## src/gwd_pkg.sv

```systemverilog
// Shared types, constants and helper functions for the genotype word decoder.
package gwd_pkg;

	localparam int WORD_BITS  = 64;
	localparam int COUNT_BITS = 22;
	localparam int INC_BITS   = $clog2(WORD_BITS + 1);
	localparam int SAMP_BITS  = 20;
	localparam int FREQ_BITS  = 16;
	localparam int DIV_CNT_BITS = $clog2(FREQ_BITS);

	localparam logic [WORD_BITS-1:0] WORD_MASK = {WORD_BITS{1'b1}};
	localparam logic [WORD_BITS-1:0] PAIR_LOW_MASK = {(WORD_BITS / 2){2'b01}};
	localparam logic [COUNT_BITS-1:0] COUNT_MAX = {COUNT_BITS{1'b1}};

	// Configuration register indexes
	localparam logic REG_LD_MODE      = 1'b0;
	localparam logic REG_SAMPLE_COUNT = 1'b1;

	// Output bus layout
	localparam int TDATA_BITS = 2 * WORD_BITS + FREQ_BITS;
	localparam int TUSER_BITS = 2;

	// One classified word, passed from the front end to the back end.
	typedef struct packed {
		logic [WORD_BITS-1:0] geno;
		logic [WORD_BITS-1:0] present;
		logic [INC_BITS-1:0]  allele_inc;
		logic [INC_BITS-1:0]  miss_inc;
		logic                 last;
	} gwd_entry_t;

	function automatic logic [INC_BITS-1:0] popcount(input logic [WORD_BITS-1:0] v);
		logic [INC_BITS-1:0] n;
		n = '0;
		for (int i = 0; i < WORD_BITS; i++) begin
			n = n + INC_BITS'(v[i]);
		end
		return n;
	endfunction

	function automatic logic [COUNT_BITS-1:0] sat_add(input logic [COUNT_BITS-1:0] acc,
			input logic [INC_BITS-1:0] inc);
		logic [COUNT_BITS:0] s;
		s = {1'b0, acc} + (COUNT_BITS + 1)'(inc);
		return s[COUNT_BITS] ? COUNT_MAX : s[COUNT_BITS-1:0];
	endfunction

endpackage

```

## src/gwd_front.sv

```systemverilog
// Front end: find missing pairs, build present mask, recode word, count bits.
module gwd_front (
	input  logic [gwd_pkg::WORD_BITS-1:0] raw_word,
	input  logic                          last_word,
	input  logic                          ld_mode,
	output gwd_pkg::gwd_entry_t           entry
);
	import gwd_pkg::*;

	logic [WORD_BITS-1:0] word;
	logic [WORD_BITS-1:0] low;
	logic [WORD_BITS-1:0] lone;
	logic [WORD_BITS-1:0] miss;
	logic [WORD_BITS-1:0] present;

	always_comb begin
		word    = raw_word & WORD_MASK;
		low     = word & PAIR_LOW_MASK;
		// code 01: low bit set, high bit clear
		lone    = low & ~(word >> 1);
		miss    = (lone | (lone << 1)) & WORD_MASK;
		present = ~miss & WORD_MASK;

		entry.geno       = ld_mode ? ((word ^ (low >> 1)) & present) : word;
		entry.present    = present;
		entry.allele_inc = popcount(word & present);
		entry.miss_inc   = popcount(miss);
		entry.last       = last_word;
	end

endmodule

```

## src/gwd_queue.sv

```systemverilog
// Two-entry queue between the front end and the back end.
module gwd_queue (
	input  logic                clk,
	input  logic                arst_n,
	input  logic                push,
	input  gwd_pkg::gwd_entry_t push_entry,
	output logic                full,
	input  logic                pop,
	output logic                head_valid,
	output gwd_pkg::gwd_entry_t head_entry
);
	import gwd_pkg::*;

	gwd_entry_t  mem_q [2];
	logic        wr_ptr_q;
	logic        rd_ptr_q;
	logic [1:0]  count_q;

	assign full       = (count_q == 2'd2);
	assign head_valid = (count_q != 2'd0);
	assign head_entry = mem_q[rd_ptr_q];

	always_ff @(posedge clk) begin
		if (push) begin
			mem_q[wr_ptr_q] <= push_entry;
		end
	end

	always_ff @(posedge clk or negedge arst_n) begin
		if (!arst_n) begin
			wr_ptr_q <= 1'b0;
			rd_ptr_q <= 1'b0;
			count_q  <= 2'd0;
		end else begin
			if (push) begin
				wr_ptr_q <= ~wr_ptr_q;
			end
			if (pop) begin
				rd_ptr_q <= ~rd_ptr_q;
			end
			unique case ({push, pop})
				2'b10:   count_q <= count_q + 2'd1;
				2'b01:   count_q <= count_q - 2'd1;
				default: count_q <= count_q;
			endcase
		end
	end

endmodule

```

## src/gwd_back.sv

```systemverilog
// Back end: accumulate counts, divide for the frequency, drive the output register.
module gwd_back (
	input  logic                                 clk,
	input  logic                                 arst_n,
	input  logic [gwd_pkg::SAMP_BITS-1:0]        sample_count,
	input  logic                                 head_valid,
	input  gwd_pkg::gwd_entry_t                  head_entry,
	output logic                                 pop,
	output logic                                 out_valid,
	input  logic                                 out_ready,
	output logic [gwd_pkg::TDATA_BITS-1:0]       out_data,
	output logic [gwd_pkg::TUSER_BITS-1:0]       out_user,
	output logic                                 out_last
);
	import gwd_pkg::*;

	localparam logic [2:0] ST_IDLE = 3'd0;
	localparam logic [2:0] ST_PREP = 3'd1;
	localparam logic [2:0] ST_FOLD = 3'd2;
	localparam logic [2:0] ST_DIV  = 3'd3;
	localparam logic [2:0] ST_EMIT = 3'd4;

	logic [2:0]              state_q;
	logic [COUNT_BITS-1:0]   allele_q;
	logic [COUNT_BITS-1:0]   missing_q;
	logic [WORD_BITS-1:0]    hold_geno_q;
	logic [WORD_BITS-1:0]    hold_present_q;
	logic [COUNT_BITS-1:0]   div_q;
	logic [COUNT_BITS-1:0]   rem_q;
	logic [FREQ_BITS-1:0]    quo_q;
	logic [DIV_CNT_BITS-1:0] step_q;
	logic                    none_q;

	logic                    out_valid_q;
	logic [WORD_BITS-1:0]    out_geno_q;
	logic [WORD_BITS-1:0]    out_present_q;
	logic [FREQ_BITS-1:0]    out_freq_q;
	logic                    out_fvalid_q;
	logic                    out_none_q;
	logic                    out_last_q;

	logic                    out_free;
	logic                    out_load;
	logic [COUNT_BITS-1:0]   total;
	logic [COUNT_BITS-1:0]   clamp_a;
	logic [COUNT_BITS:0]     rem_dbl;
	logic                    rem_ge;

	assign out_free = !out_valid_q || out_ready;
	assign pop      = (state_q == ST_IDLE) && head_valid && (head_entry.last || out_free);
	// output register takes a new transfer this cycle
	assign out_load = (pop && !head_entry.last) || ((state_q == ST_EMIT) && out_free);

	assign total   = {1'b0, sample_count, 1'b0};
	assign clamp_a = (allele_q > div_q) ? div_q : allele_q;
	assign rem_dbl = {rem_q, 1'b0};
	assign rem_ge  = (rem_dbl >= {1'b0, div_q});

	assign out_valid = out_valid_q;
	assign out_data  = {out_freq_q, out_present_q, out_geno_q};
	assign out_user  = {out_none_q, out_fvalid_q};
	assign out_last  = out_last_q;

	always_ff @(posedge clk) begin
		unique case (state_q)
			ST_IDLE: begin
				if (pop) begin
					hold_geno_q    <= head_entry.geno;
					hold_present_q <= head_entry.present;
				end
				if (pop && !head_entry.last) begin
					out_geno_q    <= head_entry.geno;
					out_present_q <= head_entry.present;
					out_freq_q    <= '0;
					out_fvalid_q  <= 1'b0;
					out_none_q    <= 1'b0;
					out_last_q    <= 1'b0;
				end
			end
			ST_PREP: begin
				div_q  <= total - missing_q;
				none_q <= (missing_q >= total);
				quo_q  <= '0;
			end
			ST_FOLD: begin
				rem_q  <= ({clamp_a, 1'b0} > {1'b0, div_q}) ? (div_q - clamp_a) : clamp_a;
				step_q <= '0;
			end
			ST_DIV: begin
				rem_q  <= rem_ge ? COUNT_BITS'(rem_dbl - {1'b0, div_q}) : rem_dbl[COUNT_BITS-1:0];
				quo_q  <= {quo_q[FREQ_BITS-2:0], rem_ge};
				step_q <= step_q + 1'b1;
			end
			ST_EMIT: begin
				if (out_free) begin
					out_geno_q    <= hold_geno_q;
					out_present_q <= hold_present_q;
					out_freq_q    <= quo_q;
					out_fvalid_q  <= 1'b1;
					out_none_q    <= none_q;
					out_last_q    <= 1'b1;
				end
			end
			default: begin
			end
		endcase
	end

	always_ff @(posedge clk or negedge arst_n) begin
		if (!arst_n) begin
			state_q     <= ST_IDLE;
			allele_q    <= '0;
			missing_q   <= '0;
			out_valid_q <= 1'b0;
		end else begin
			if (out_load) begin
				out_valid_q <= 1'b1;
			end else if (out_ready) begin
				out_valid_q <= 1'b0;
			end
			unique case (state_q)
				ST_IDLE: begin
					if (pop) begin
						allele_q  <= sat_add(allele_q, head_entry.allele_inc);
						missing_q <= sat_add(missing_q, head_entry.miss_inc);
						if (head_entry.last) begin
							state_q <= ST_PREP;
						end
					end
				end
				ST_PREP: begin
					state_q <= (missing_q >= total) ? ST_EMIT : ST_FOLD;
				end
				ST_FOLD: begin
					state_q <= ST_DIV;
				end
				ST_DIV: begin
					if (step_q == DIV_CNT_BITS'(FREQ_BITS - 1)) begin
						state_q <= ST_EMIT;
					end
				end
				ST_EMIT: begin
					if (out_free) begin
						allele_q    <= '0;
						missing_q   <= '0;
						state_q     <= ST_IDLE;
					end
				end
				default: begin
					state_q <= ST_IDLE;
				end
			endcase
		end
	end

endmodule

```

## src/packed_genotype_word_decoder.sv

```systemverilog
// A non-final word goes from the queue into the output register; a final word is popped, then
// runs the prep and fold setup states, a 16-bit restoring division and the emit state; when no
// bit is present it goes from prep straight to emit. A low m_axis_tready can stall either path.
// The back end takes one non-final word per cycle while the output register is free; a final
// word holds it until emit. The two-entry queue lets the front keep accepting meanwhile.
// Reset (arst_n low, asynchronous): queue and output empty, counts zero, ld_mode = 1, sample_count = 1.
module packed_genotype_word_decoder (
	input  logic                           clk,
	input  logic                           arst_n,
	// configuration write port
	input  logic                           cfg_we,
	input  logic                           cfg_idx,
	input  logic [gwd_pkg::SAMP_BITS-1:0]  cfg_wdata,
	// input stream
	input  logic                           s_axis_tvalid,
	output logic                           s_axis_tready,
	input  logic [gwd_pkg::WORD_BITS-1:0]  s_axis_tdata,  // raw_word
	input  logic                           s_axis_tlast,  // last_word
	// output stream
	output logic                           m_axis_tvalid,
	input  logic                           m_axis_tready,
	// genotype_word, present_mask, minor_frequency
	output logic [gwd_pkg::TDATA_BITS-1:0] m_axis_tdata,
	output logic [gwd_pkg::TUSER_BITS-1:0] m_axis_tuser,  // frequency_valid, all_missing
	output logic                           m_axis_tlast   // end_of_variant
);
	import gwd_pkg::*;

	logic                 ld_mode_q;
	logic [SAMP_BITS-1:0] sample_count_q;

	gwd_entry_t           front_entry;
	gwd_entry_t           head_entry;
	logic                 q_full;
	logic                 q_head_valid;
	logic                 q_pop;
	logic                 q_push;

	// Configuration registers; the user writes them only while the block is idle, not enforced.
	always_ff @(posedge clk or negedge arst_n) begin
		if (!arst_n) begin
			ld_mode_q      <= 1'b1;
			sample_count_q <= SAMP_BITS'(1);
		end else if (cfg_we) begin
			unique case (cfg_idx)
				REG_LD_MODE:      ld_mode_q      <= cfg_wdata[0];
				REG_SAMPLE_COUNT: sample_count_q <= cfg_wdata;
				default: begin
				end
			endcase
		end
	end

	// Accept a transfer whenever the queue has room; classification is combinational.
	assign s_axis_tready = !q_full;
	assign q_push        = s_axis_tvalid && s_axis_tready;

	gwd_front u_front (
		.raw_word  (s_axis_tdata),
		.last_word (s_axis_tlast),
		.ld_mode   (ld_mode_q),
		.entry     (front_entry)
	);

	// Hold classified words so the front keeps accepting while the divider runs.
	gwd_queue u_queue (
		.clk        (clk),
		.arst_n     (arst_n),
		.push       (q_push),
		.push_entry (front_entry),
		.full       (q_full),
		.pop        (q_pop),
		.head_valid (q_head_valid),
		.head_entry (head_entry)
	);

	// Advance counts, run the frequency division on the last word, drive the output.
	gwd_back u_back (
		.clk          (clk),
		.arst_n       (arst_n),
		.sample_count (sample_count_q),
		.head_valid   (q_head_valid),
		.head_entry   (head_entry),
		.pop          (q_pop),
		.out_valid    (m_axis_tvalid),
		.out_ready    (m_axis_tready),
		.out_data     (m_axis_tdata),
		.out_user     (m_axis_tuser),
		.out_last     (m_axis_tlast)
	);

endmodule

```

## config.mk

```make
export PLATFORM = sky130hd
export DESIGN_NAME = packed_genotype_word_decoder
export DESIGN_NICKNAME = d
export VERILOG_FILES = /design/src/gwd_pkg.sv /design/src/gwd_front.sv /design/src/gwd_queue.sv /design/src/gwd_back.sv /design/src/packed_genotype_word_decoder.sv
export SDC_FILE = /design/constraint.sdc
export NUM_CORES = 1
export LEC_CHECK = 0
export BUFFER_PORTS_ARGS = -buffer_cell sky130_fd_sc_hd__clkbuf_2
export CAP_MARGIN = 5
export CORE_MARGIN = 2
export CORE_UTILIZATION = 55
export CTS_CLUSTER_SIZE = 24
export DETAILED_ROUTE_END_ITERATION = 8
export GPL_TIMING_DRIVEN = 0
export PLACE_DENSITY = 0.82
export SLEW_MARGIN = 20
export SYNTH_ARGS = -nofsm -noshare
export SYNTH_HDL_FRONTEND = slang
export SYNTH_SLANG_ARGS = --single-unit
```

## constraint.sdc

```tcl
create_clock -name clk -period 15.05 [get_ports clk]
set_clock_uncertainty 0.05 [all_clocks]
set_input_delay 0 -clock clk [delete_from_list [all_inputs] [get_ports clk]]
set_output_delay 0 -clock clk [all_outputs]
set_load 0.01 [all_outputs]
```

**After elaboration in Yosys (flattened, before gate mapping)**

Memory sizes are Yosys's and may differ from the RTL's.
Index checks and enable logic that the tools add are counted.

- Bits in registers: 412
- ROM bits: 0
- Output and inout port bits: 149
- Bits of input ports: 91
- Memory bits (writable): 286
- Memories kept: 1
- Bits in latches: 0

- Muxes and demuxes: 39
- Divide/modulo/power cells: 0
- Equality and inequality tests: 13
- Multiply operators: 0
- Reduce and logical (&&, ||, !) cells: 24
- Shifts and indexed selects: 0
- Add/sub/neg operators: 134
- Bitwise gates (word level): 10
- Magnitude comparators: 4

Memory list:

| memory | words | bits a word | read ports | clocked after memory_dff | write ports | RTL line | source |
|---|---|---|---|---|---|---|---|
| u_queue.mem_q | 2 | 143 | 1 | 0 | 1 | gwd_queue.sv:14 | `gwd_entry_t mem_q [2];` |

Operators with widths:

| kind | number |
|---|---|
| $add 7x1->7 | 124 |
| $mux 64 | 5 |
| $pmux 64 s2 | 2 |
| $mux 22 | 8 |
| $pmux 22 s2 | 3 |
| $and 64x64->64 | 2 |
| $and 63x64->64 | 1 |
| $not 63->64 | 1 |
| $not 64->64 | 1 |
| $or 64x64->64 | 1 |
| $pmux 16 s2 | 2 |
| $xor 64x62->64 | 1 |
| $add 22x7->23 | 2 |
| $sub 22x22->22 | 2 |
| $mux 16 | 2 |
| $ge 23x22->1 | 1 |
| $gt 23x22->1 | 1 |
| $ge 22x21->1 | 1 |
| $gt 22x22->1 | 1 |
| $sub 21x22->22 | 1 |
| $mux 3 | 5 |
| $pmux 3 s5 | 1 |
| $reduce_bool 2->1 | 6 |
| $ne 2x1->1 const B | 4 |
| other kinds (23) | 46 |

**Depth between registers and ports, before layout**

Gate-level depths: netlist (run 1).

- Depth after elaboration: 68
- Mapped depth: 26

**Cells and area by module**

From an unflattened synthesis (run 1), not the netlist that was laid out.

- Cell total of the unflattened synthesis: 2648
- Area, all modules: 35947.0 um^2

By module, submodules not included:

| module | area an instance (um^2) | instances | cells each |
|---|---|---|---|
| gwd_back | 20106.8 | 1 | 1600 |
| gwd_queue | 10740.3 | 1 | 461 |
| gwd_front | 4215.3 | 1 | 539 |
| packed_genotype_word_decoder | 884.6 | 1 | 48 |

**Worst setup path before layout (run 1)**

Ideal clock, no wire load.

- Path kind: register -> register
- Start point: register u_back.state_q[0]
- End point: register u_back.out_freq_q[0], enable pin
- Buffers on the path: 0
- Setup time: 0.866 ns
- Path slack: 2.487 ns
- Arrival: 11.647 ns
- Data required time: 14.134 ns
- Cell stages (with the launch flop): 6
- Cell sequence: dfrtp_1 -> nor2_1 -> o21ai_0 -> nor2_1 -> a21oi_1 -> nor4_1

- Longest elaborated chain between the ends: 6
- Elaborated cells between the ends (all ways): 9
- Those cells by class: eq/ne: 3; reduce/logical: 6

RTL lines:

| item | RTL line | source |
|---|---|---|
| start: declaration | gwd_back.sv:23 | `logic [2:0] state_q;` |
| start signal: assignment | gwd_back.sv:132 | `state_q <= (missing_q >= total) ? ST_EMIT : ST_FOLD;` |
| $logic_not 3->1 | gwd_back.sv:50, gwd_back.sv:65 |  |
| $logic_and 1x1->1 (2 in a row) | gwd_back.sv:50 | `assign pop = (state_q == ST_IDLE) && head_valid && (head_entry.last \|\| out_free);` |
| $logic_and 1x1->1 | gwd_back.sv:71 | `if (pop && !head_entry.last) begin` |
| $ne 2x2->1 (no source line) | -- |  |
| $reduce_and 3->1 (no source line) * | -- |  |
| end signal: assignment | gwd_back.sv:98 | `out_freq_q <= quo_q;` |
| end: declaration | gwd_back.sv:37 | `logic [FREQ_BITS-1:0] out_freq_q;` |

Every way passes the cells marked *; elsewhere a longest branch is shown, timed or not.
A chain may end at the register's enable or synchronous reset.

**Final worst setup path (run 1)**

- Start point: register u_back.div_q[21]
- End point: register u_back.rem_q[3] (data pin)

- Longest elaborated chain between the ends: 5
- Elaborated cells between the ends (all ways): 8
- Those cells by class: add/sub: 1; order compare: 3; mux: 4

RTL lines:

| item | RTL line | source |
|---|---|---|
| start: declaration | gwd_back.sv:28 | `logic [COUNT_BITS-1:0] div_q;` |
| start signal: assignment | gwd_back.sv:81 | `div_q <= total - missing_q;` |
| $gt 22x22->1 | gwd_back.sv:55 | `assign clamp_a = (allele_q > div_q) ? div_q : allele_q;` |
| $mux 22 | gwd_back.sv:55 |  |
| $sub 22x22->22 or $gt 23x22->1 (tied branches) | gwd_back.sv:86 | `rem_q <= ({clamp_a, 1'b0} > {1'b0, div_q}) ? (div_q - clamp_a) : clamp_a;` |
| $mux 22 | gwd_back.sv:86 |  |
| $pmux 22 s2 * | gwd_back.sv:65 | `unique case (state_q)` |
| end signal: assignment | gwd_back.sv:86 |  |
| end signal: assignment | gwd_back.sv:90 | `rem_q <= rem_ge ? COUNT_BITS'(rem_dbl - {1'b0, div_q}) : rem_dbl[COUNT_BITS-1:0];` |
| end: declaration | gwd_back.sv:29 | `logic [COUNT_BITS-1:0] rem_q;` |

Marks and branches as above.

==> results of run 1 <==
==> sequential cells by signal, summed over array words and instances, names as in the netlist, 22 cells and up <==
| register | count |
|---|---|
| u_queue.mem_q | 222 |
| u_back.hold_geno_q | 64 |
| u_back.out_geno_q | 64 |
| u_back.hold_present_q | 32 |
| u_back.out_present_q | 32 |
| u_back.allele_q | 22 |
| u_back.div_q | 22 |
| u_back.missing_q | 22 |
| u_back.rem_q | 22 |
==> layout make-up <==
cell class | instances | area, µm²
antenna | 2 | 5.00
buffer | 129 | 637
clock buffer | 67 | 1510
clock inverter | 41 | 392
fill | 3771 | 19400
inverter | 239 | 902
multi-input combinational | 1597 | 13000
sequential | 570 | 16800
tap | 756 | 946
timing repair buffer | 387 | 2740
==> tightest hold or removal path: stages <==
cell           delay (ps)
dlygate4sd3_1         520
clkbuf_2               90
mux2_2                130
==> cell families (layout without fill, tap and decap cells) <==
group / count (synthesis) / after routing / synth area share [%]
flip-flops: 570 / 570 / 53.7
AND/OR/NAND/NOR: 534 / 534 / 8.24
AO/OA/AOI/OAI: 497 / 497 / 10.4
buffers and inverters: 368 / 863 / 4.92
multiplexers: 256 / 256 / 9.13
adder cells (fa/ha/maj): 243 / 243 / 11.8
XOR/XNOR: 67 / 67 / 1.88
other: 0 / 2 / 0
==> layout by cell type (no fill, tap or decap), types with 15 or more instances in the layout <==
master | Yosys | routed
edfxtp_1 | 497 | 497
inv_1 | 239 | 238
clkbuf_2 | 0 | 238
mux2_2 | 228 | 228
nand2_1 | 205 | 205
ha_1 | 155 | 155
a21oi_1 | 133 | 133
dlygate4sd3_1 | 0 | 116
o21ai_0 | 108 | 108
fa_1 | 85 | 85
clkbuf_1 | 74 | 81
nor2_1 | 76 | 74
dfrtp_1 | 71 | 71
a21o_1 | 68 | 68
clkbuf_16 | 0 | 58
nor3_1 | 56 | 56
xnor2_1 | 52 | 52
buf_4 | 36 | 43
and3_1 | 42 | 41
a21boi_0 | 39 | 39
nand3_1 | 37 | 37
mux2i_1 | 27 | 27
nor2b_1 | 25 | 25
buf_2 | 8 | 23
and2_1 | 20 | 20
o21a_1 | 19 | 19
nand4_1 | 17 | 17
nand2b_1 | 16 | 16
xor2_1 | 15 | 15
==> per-stage QoR <==
stage                     setup TNS, ps  utilization, %  cell area [µm²]  power, µW  worst slack, ps
after global routing                  0            65.4            36800       9390             7750
after floorplan                       0               -            31200       5970             2490
after detailed placement              0            60.0            33700       7150             8170
final                                 0            65.4            36800       8840             8070
after CTS                             0            65.4            36800       8670             8140
after global placement          -427330            59.3            33300       6980            -3770
==> how the worst max path moves through the flow <==
stage | from | to
global route | u_back.div_q[21]$_DFFE_PN_ | u_back.rem_q[3]$_DFFE_PP_
floorplan | u_back.state_q[0]$_DFFE_PN0P_ | u_back.out_freq_q[0]$_SDFFCE_PN0P_
detailed placement | u_back.div_q[21]$_DFFE_PN_ | u_back.rem_q[18]$_DFFE_PP_
CTS | u_back.div_q[21]$_DFFE_PN_ | u_back.rem_q[18]$_DFFE_PP_
finish | u_back.div_q[21]$_DFFE_PN_ | u_back.rem_q[3]$_DFFE_PP_
global placement | u_back.state_q[0]$_DFFE_PN0P_ | u_back.out_geno_q[40]$_DFFE_PP_
==> power by group <==
group	switching, µW	leakage, µW	internal, µW	total [µW]
registers	255	0.00552	2630	2880
logic	2680	0.00873	1810	4490
clock network	657	0.000914	809	1470
total	3590	0.0152	5250	8840
==> Yosys cell counts (5+ instances only) <==
| cell type | instances | area (µm²) |
|---|---|---|
| nand2b_1 | 16 | 100 |
| a211oi_1 | 8 | 60.1 |
| o31ai_1 | 10 | 75.1 |
| a21boi_0 | 39 | 293 |
| fa_1 | 85 | 1700 |
| mux2i_1 | 27 | 270 |
| a31oi_1 | 9 | 56.3 |
| o21bai_1 | 11 | 82.6 |
| or3_1 | 8 | 50.1 |
| nor3_1 | 56 | 280 |
| nand4_1 | 17 | 106 |
| inv_1 | 239 | 897 |
| a21o_1 | 68 | 510 |
| nor2b_1 | 25 | 156 |
| nand2_1 | 205 | 769 |
| o211ai_1 | 10 | 75.1 |
| nor2_1 | 76 | 285 |
| a22o_1 | 13 | 114 |
| and2_1 | 20 | 125 |
| o2bb2ai_1 | 8 | 70.1 |
| o21a_1 | 19 | 143 |
| clkbuf_1 | 74 | 278 |
| and3_1 | 42 | 263 |
| xnor2_1 | 52 | 455 |
| mux2_2 | 228 | 2570 |
| or2_2 | 6 | 37.5 |
| xor2_1 | 15 | 131 |
| buf_1 | 10 | 37.5 |
| buf_2 | 8 | 40.0 |
| ha_1 | 155 | 1940 |
| o21ai_0 | 108 | 541 |
| o22ai_1 | 10 | 62.6 |
| a221oi_1 | 5 | 43.8 |
| edfxtp_1 | 497 | 14900 |
| buf_4 | 36 | 270 |
| dfrtp_1 | 71 | 1780 |
| nand3_1 | 37 | 185 |
| a21oi_1 | 133 | 666 |
| nor4_1 | 8 | 50.1 |
==> what timing repair did <==
action	4_1_cts	5_1_grt
hold buffers	117	0
endpoints found under the hold margin	333	0
endpoints found under the setup margin	0	0
==> routing by layer <==
metal / global-route usage (%) / part of all wire, % / vias up
li1: - / - / 10053
met1: 37.5 / 38 / 11146
met2: 49.9 / 49 / 1373
met3: 4.60 / 8.3 / 298
met4: 13.3 / 4.9 / 0
met5: 0 / 0 / -
==> run metrics, run 1 <==
status=completed; Pre-antenna DRT Iters=8; critical-path cell list=inv_1 -> ha_1 -> nand4_1 -> nor4_2 -> a221oi_1 -> a31oi_4 -> buf_4 -> buf_2 -> clkbuf_1 -> nor2_1 -> a21oi_1 -> inv_1 -> ha_1 -> nand4_1 -> nor2_1 -> nand3_1 -> o31ai_1 -> a211oi_1 -> nor2_1 -> buf_2 -> a2bb2oi_1 -> o221ai_1 -> o21ai_0; Clock Tree Buf Depth=3; top_reg_cell synth=edfxtp_1; antenna violations before repair=3; post-synthesis sequential area ratio=53.7%; crit path DAT=7280 ps; crit-path most repeated cell=nor2_1; HPWL Detailed=59200 µm; RSZ-0062 raised after global routing=no; Area Growth Syn to Fin=18.0%; drt initial violations=2398; cell row count=87; Post-Syn Area=31200 µm²; hold path endpoint=sample_count_q[13]$_DFFE_PN0P_; DRC violations left=0; Post-Layout Cell Count=3788; Worst VDD drop=0.294 mV; Final setup viols=0; Synth cell types=82; FF-to-FF Start=u_back.div_q[21]$_DFFE_PN_; # port buffers=239; clock latency on the worst-skew pair=640 ps; largest net degree at the start of global routing=53; I/O pin total=240; post-route minimum period=6980 ps; clk root buf=clkbuf_16; Initial Util=55.5%; Fin Hold WS=86.1 ps; CP delay by family, top=compound AO/OA/AOI/OAI gates; critical path type=reg2reg; post_cts resized=0; max_cap viols=0; Hold Crit Depth=3; # Post-CTS Setup Buffers=0; crit path max-delay cell type=o31ai_1; Routed WL per cell=23.1 µm; max_slew headroom=26.7%; slowest stage delay, CP=580 ps; syn avg cell area=12.3 µm²; Tot GR Track Use=29.4%; FFs w/ async S/R, synth=12.8%; GRT overflow=0; Synthesized Nets=2866; fmax=143 MHz; flop and latch count out of synthesis=570; die width=242 µm; Synth Warn #=0; reg2reg setup slack=8070 ps; # nets final=3312; Power Density=240 nW/µm²; Worst-path clk slew=70 ps; number of vias per cell=6.04; Core ar.=56300 µm²; Hold Startpoint=cfg_wdata[13]; CTS tree=built; Worst R2R End=u_back.rem_q[3]$_DFFE_PP_; WP buf/inv=6; Worst Reg2Reg Path Length in Cells=23; layout cells sized above 1=21.8%; Slew @ Worst Pin=1100 ps; RePlAce Congestion=0.909; H-tree Lvls=2; Sink Count=570; Inst Count DP=3561; class of the worst hold path=in2reg; Final period util=46.4%; Syn Inst Count=2535; CP Data Required Time=15340 ps; first-pass GRT wire length=134000 µm; vias post-DR=22870; Num CTS Buffers=57; final hold violation count=0; Post-DRT Antenna Nets=0; die area=58700 µm²; WP depth=23; Post-synth EDFFs=497; WL final=87400 µm; crit-path max FO=10; vias in the first global route=23430; die height=242 µm; critical path launch point type=flop; CP endpoint kind=flop; max-slew violation count=0; Leakage=0.0152 µW
No activity file was read; power rests on OpenSTA's default activity.
==> inputs of run 2 (changes only) <==
--- a/config.mk
+++ b/config.mk
@@ -5,6 +5,7 @@
 export SDC_FILE = /design/constraint.sdc
 export NUM_CORES = 1
 export LEC_CHECK = 0
+export ABC_AREA = 1
 export BUFFER_PORTS_ARGS = -buffer_cell sky130_fd_sc_hd__clkbuf_2
 export CAP_MARGIN = 5
 export CORE_MARGIN = 2
==> constraint.sdc (replaced) <==
create_clock -name clk -period 7 [get_ports clk]
set_clock_uncertainty 0.05 [all_clocks]
set_input_delay 0 -clock clk [delete_from_list [all_inputs] [get_ports clk]]
set_output_delay 0 -clock clk [all_outputs]
set_load 0.01 [all_outputs]
==> run metrics, run 2 <==
Initial Util=55.4% (about the same); Worst VDD drop=0.529 mV (+80%); vias in the first global route=25109 (+7.2%); I/O pin total=240 (unchanged); critical path type=in2reg; synth cell count leaders=nand2_1 (706), edfxtp_1 (497), inv_1 (397), nor2_1 (266), o21ai_0 (196); routed wl met2=42500 µm (-0.16%); Worst-path clk slew=70 ps (about the same); # port buffers=239 (unchanged); DRC violations left=0 (unchanged); max reg flops=222 (unchanged); largest net degree at the start of global routing=45 (-15%); # Post-CTS Setup Buffers=0 (unchanged); syn avg cell area=9.97 µm² (-19%); fmax=152 MHz; final core area utilization=65.9% (+0.44 points); most instantiated library cell after synthesis=nand2_1; clk root buf=clkbuf_16; Post-Syn Area=31200 µm² (about the same); Post-DRT Antenna Nets=0 (unchanged); fin area=37100 µm² (+0.67%); CP endpoint kind=flop; HPWL Detailed=62600 µm (+5.8%); FFs w/ async S/R, synth=12.8% (unchanged); Pre-antenna DRT Iters=8 (unchanged); WL final=88800 µm (+1.6%); Num CTS Buffers=57 (unchanged); Inst Count DP=4148 (+16%); Power Density=569 nW/µm² (+140%); Placement Cell Area=33900 µm² (+0.42%); post_cts resized=0 (unchanged); Post-synth EDFFs=497 (unchanged); met3 wire length=8100 µm (+12%); post-route minimum period=6600 ps; Setup WS post-layout=400 ps (-7670 ps); post-synthesis sequential area ratio=53.7% (about the same); cell taking the most area after synthesis=edfxtp_1; slowest stage delay, CP=570 ps (about the same); number of vias per cell=5.78 (-4.2%); Final setup viols=0 (unchanged); max-slew violation count=0 (unchanged); die area=58600 µm² (about the same); cell row count=87 (unchanged); class of the worst hold path=in2reg; Slew @ Worst Pin=1030 ps (-65.6 ps); Routed WL per cell=20.3 µm (-12%); Leakage=0.0163 µW (+7.4%); vias post-DR=25344 (+11%); max_cap viols=0 (unchanged); max_slew headroom=31.1% (+4.4 points); Synth cell types=56 (-32%); crit path max-delay cell type=fa_1; die width=242 µm (about the same); Tot GR Track Use=30.0% (+0.58 points); synth top area cells=edfxtp_1 (48%), nand2_1 (8.5%), ha_1 (6.2%), dfrtp_1 (5.7%), fa_1 (5.5%); GRT overflow=0 (unchanged); RePlAce Congestion=0.941 (+3.6%); Post-Layout Cell Count=4383 (+16%); Biggest register=u_queue.mem_q; crit-path most repeated cell=fa_1; most frequent cells in the layout=nand2_1 (706), edfxtp_1 (497), inv_1 (397); CP Data Required Time=7290 ps (-8050 ps); share of Yosys cell area claimed by the top area cell type=47.8% (about the same); top_reg_cell synth=edfxtp_1; critical path launch point type=primary input; Core ar.=56300 µm² (unchanged); Final period util=94.3%; flop and latch count out of synthesis=570 (unchanged); RSZ-0062 raised after global routing=no; P_sw=9360 µW (+160%); Clock Tree Buf Depth=3 (unchanged); Syn Inst Count=3130 (+23%); clock network power share=14.9% (-1.7 points); top sig layer=met5; layout cells sized above 1=12.6% (-9.2 points); drt initial violations=2922 (+22%); crit path DAT=6890 ps (-390 ps); Sequential Power Share=31.1% (-1.5 points); critical-path cell list=dlygate4sd3_1 -> clkbuf_2 -> nand2_1 -> fa_1 -> inv_1 -> fa_1 -> inv_1 -> fa_1 -> fa_1 -> fa_1 -> fa_1 -> fa_1 -> inv_1 -> fa_1 -> fa_1 -> fa_1 -> nand3_1 -> and2_1 -> inv_1 -> a21oi_1 -> o21bai_1; Top Registers=u_queue.mem_q (222), u_back.hold_geno_q (64), u_back.out_geno_q (64); Synthesized Nets=3461 (+21%); P_int=11700 µW (+120%); final hold violation count=0 (unchanged); dpl ws=543 ps (-7630 ps); Sink Count=570 (unchanged); metal1 wirelength=33200 µm (-0.21%); Area Growth Syn to Fin=18.9%; status=completed; Comb power frac=53.9% (+3.1 points); clock latency on the worst-skew pair=650 ps (about the same); crit-path max FO=3 (-7); Sw Share=44.4% (+3.8 points); first-pass GRT wire length=137000 µm (+1.8%); # nets final=3909 (+18%); CTS tree=built; H-tree Lvls=2 (unchanged); Synth Warn #=0 (unchanged); Fin Hold WS=106 ps (+20.1 ps); most common cell after layout, fill and taps aside=nand2_1; die height=242 µm (about the same); antenna violations before repair=4 (+1)
## run 2: cell types whose count changed after synthesis, moves of 62 or more
cell     before  now
a31oi_1       9  103
o21ai_0     108  196
nand2_1     205  706
mux2_2      228   19
nor2_1       76  266
a21o_1       68    6
inv_1       239  397
## run 2: critical path, delay by kind of cell
family,cells,cell delay [ps]
fa+ha+maj,10,5190
buf+inv,6,1010
simple gates,3,410
compound gates,2,260
## run 2: worst paths after layout
path,slack [ps],start,end,cells after the start
worst max-delay path,400,s_axis_tdata[13],u_queue.mem_q[0][14]$_DFFE_PP_,21
worst min-delay path,110,cfg_wdata[11],sample_count_q[11]$_DFFE_PN0P_,3
worst max register to register,1250,u_back.div_q[20]$_DFFE_PN_,u_back.rem_q[16]$_DFFE_PP_,33
worst min register to register,470,u_queue.mem_q[0][68]$_DFFE_PP_,u_back.hold_present_q[53]$_DFFE_PP_,2
max in group asynchronous,6170,arst_n,sample_count_q[0]$_DFFE_PN1P_,4
min in group asynchronous,440,arst_n,ld_mode_q$_DFFE_PN1P_,3
## run 2: through the flow
stage	setup TNS (ps)	total power, µW
final	0	21100
after global routing	0	22400
after CTS	0	20800
after detailed placement	0	17400
after global placement	-814460	16900
after floorplan	0	14100
## run 2: timing repair
action                                 4_1_cts  5_1_grt
setup endpoints to repair                    0        0
endpoints found under the hold margin      314        0
hold buffers                               127        0
## run 2: final cells by class
class,count,area [µm²]
sequential,570,16800
fill,4036,19200
tap,756,946
timing repair buffer,389,2980
clock inverter,39,398
inverter,399,1500
clock buffer,66,1500
buffer,129,637
antenna,3,7.51
multi-input combinational,2032,12400
## run 2: cells by family (layout without fill, tap and decap cells)
kind of cell,Yosys count,count (layout),synth area share [%]
compound gates,554,554,9.87
mux,19,19,0.686
fa+ha+maj,240,240,11.7
xor+xnor,81,81,2.27
other cells,0,3,0
simple gates,1138,1138,14.9
flops,570,570,53.7
buf+inv,528,1022,6.84
## run 2: layer usage
layer | vias to the layer above | GRT usage [%]
met1 | 11961 | 38.0
met2 | 1556 | 50.3
met4 | 2 | 15.2
met3 | 358 | 4.83
li1 | 11467 | -
met5 | - | 0
## run 2: power by group through the flow
stage	clock, µW	sequential [µW]	combinational [µW]
2_1_floorplan	0	6690	7370
3_3_place_gp	0	6790	10100
3_5_place_dp	0	6570	10900
4_1_cts	3140	6510	11100
5_1_grt	3300	6660	12500
6_report	3150	6570	11400
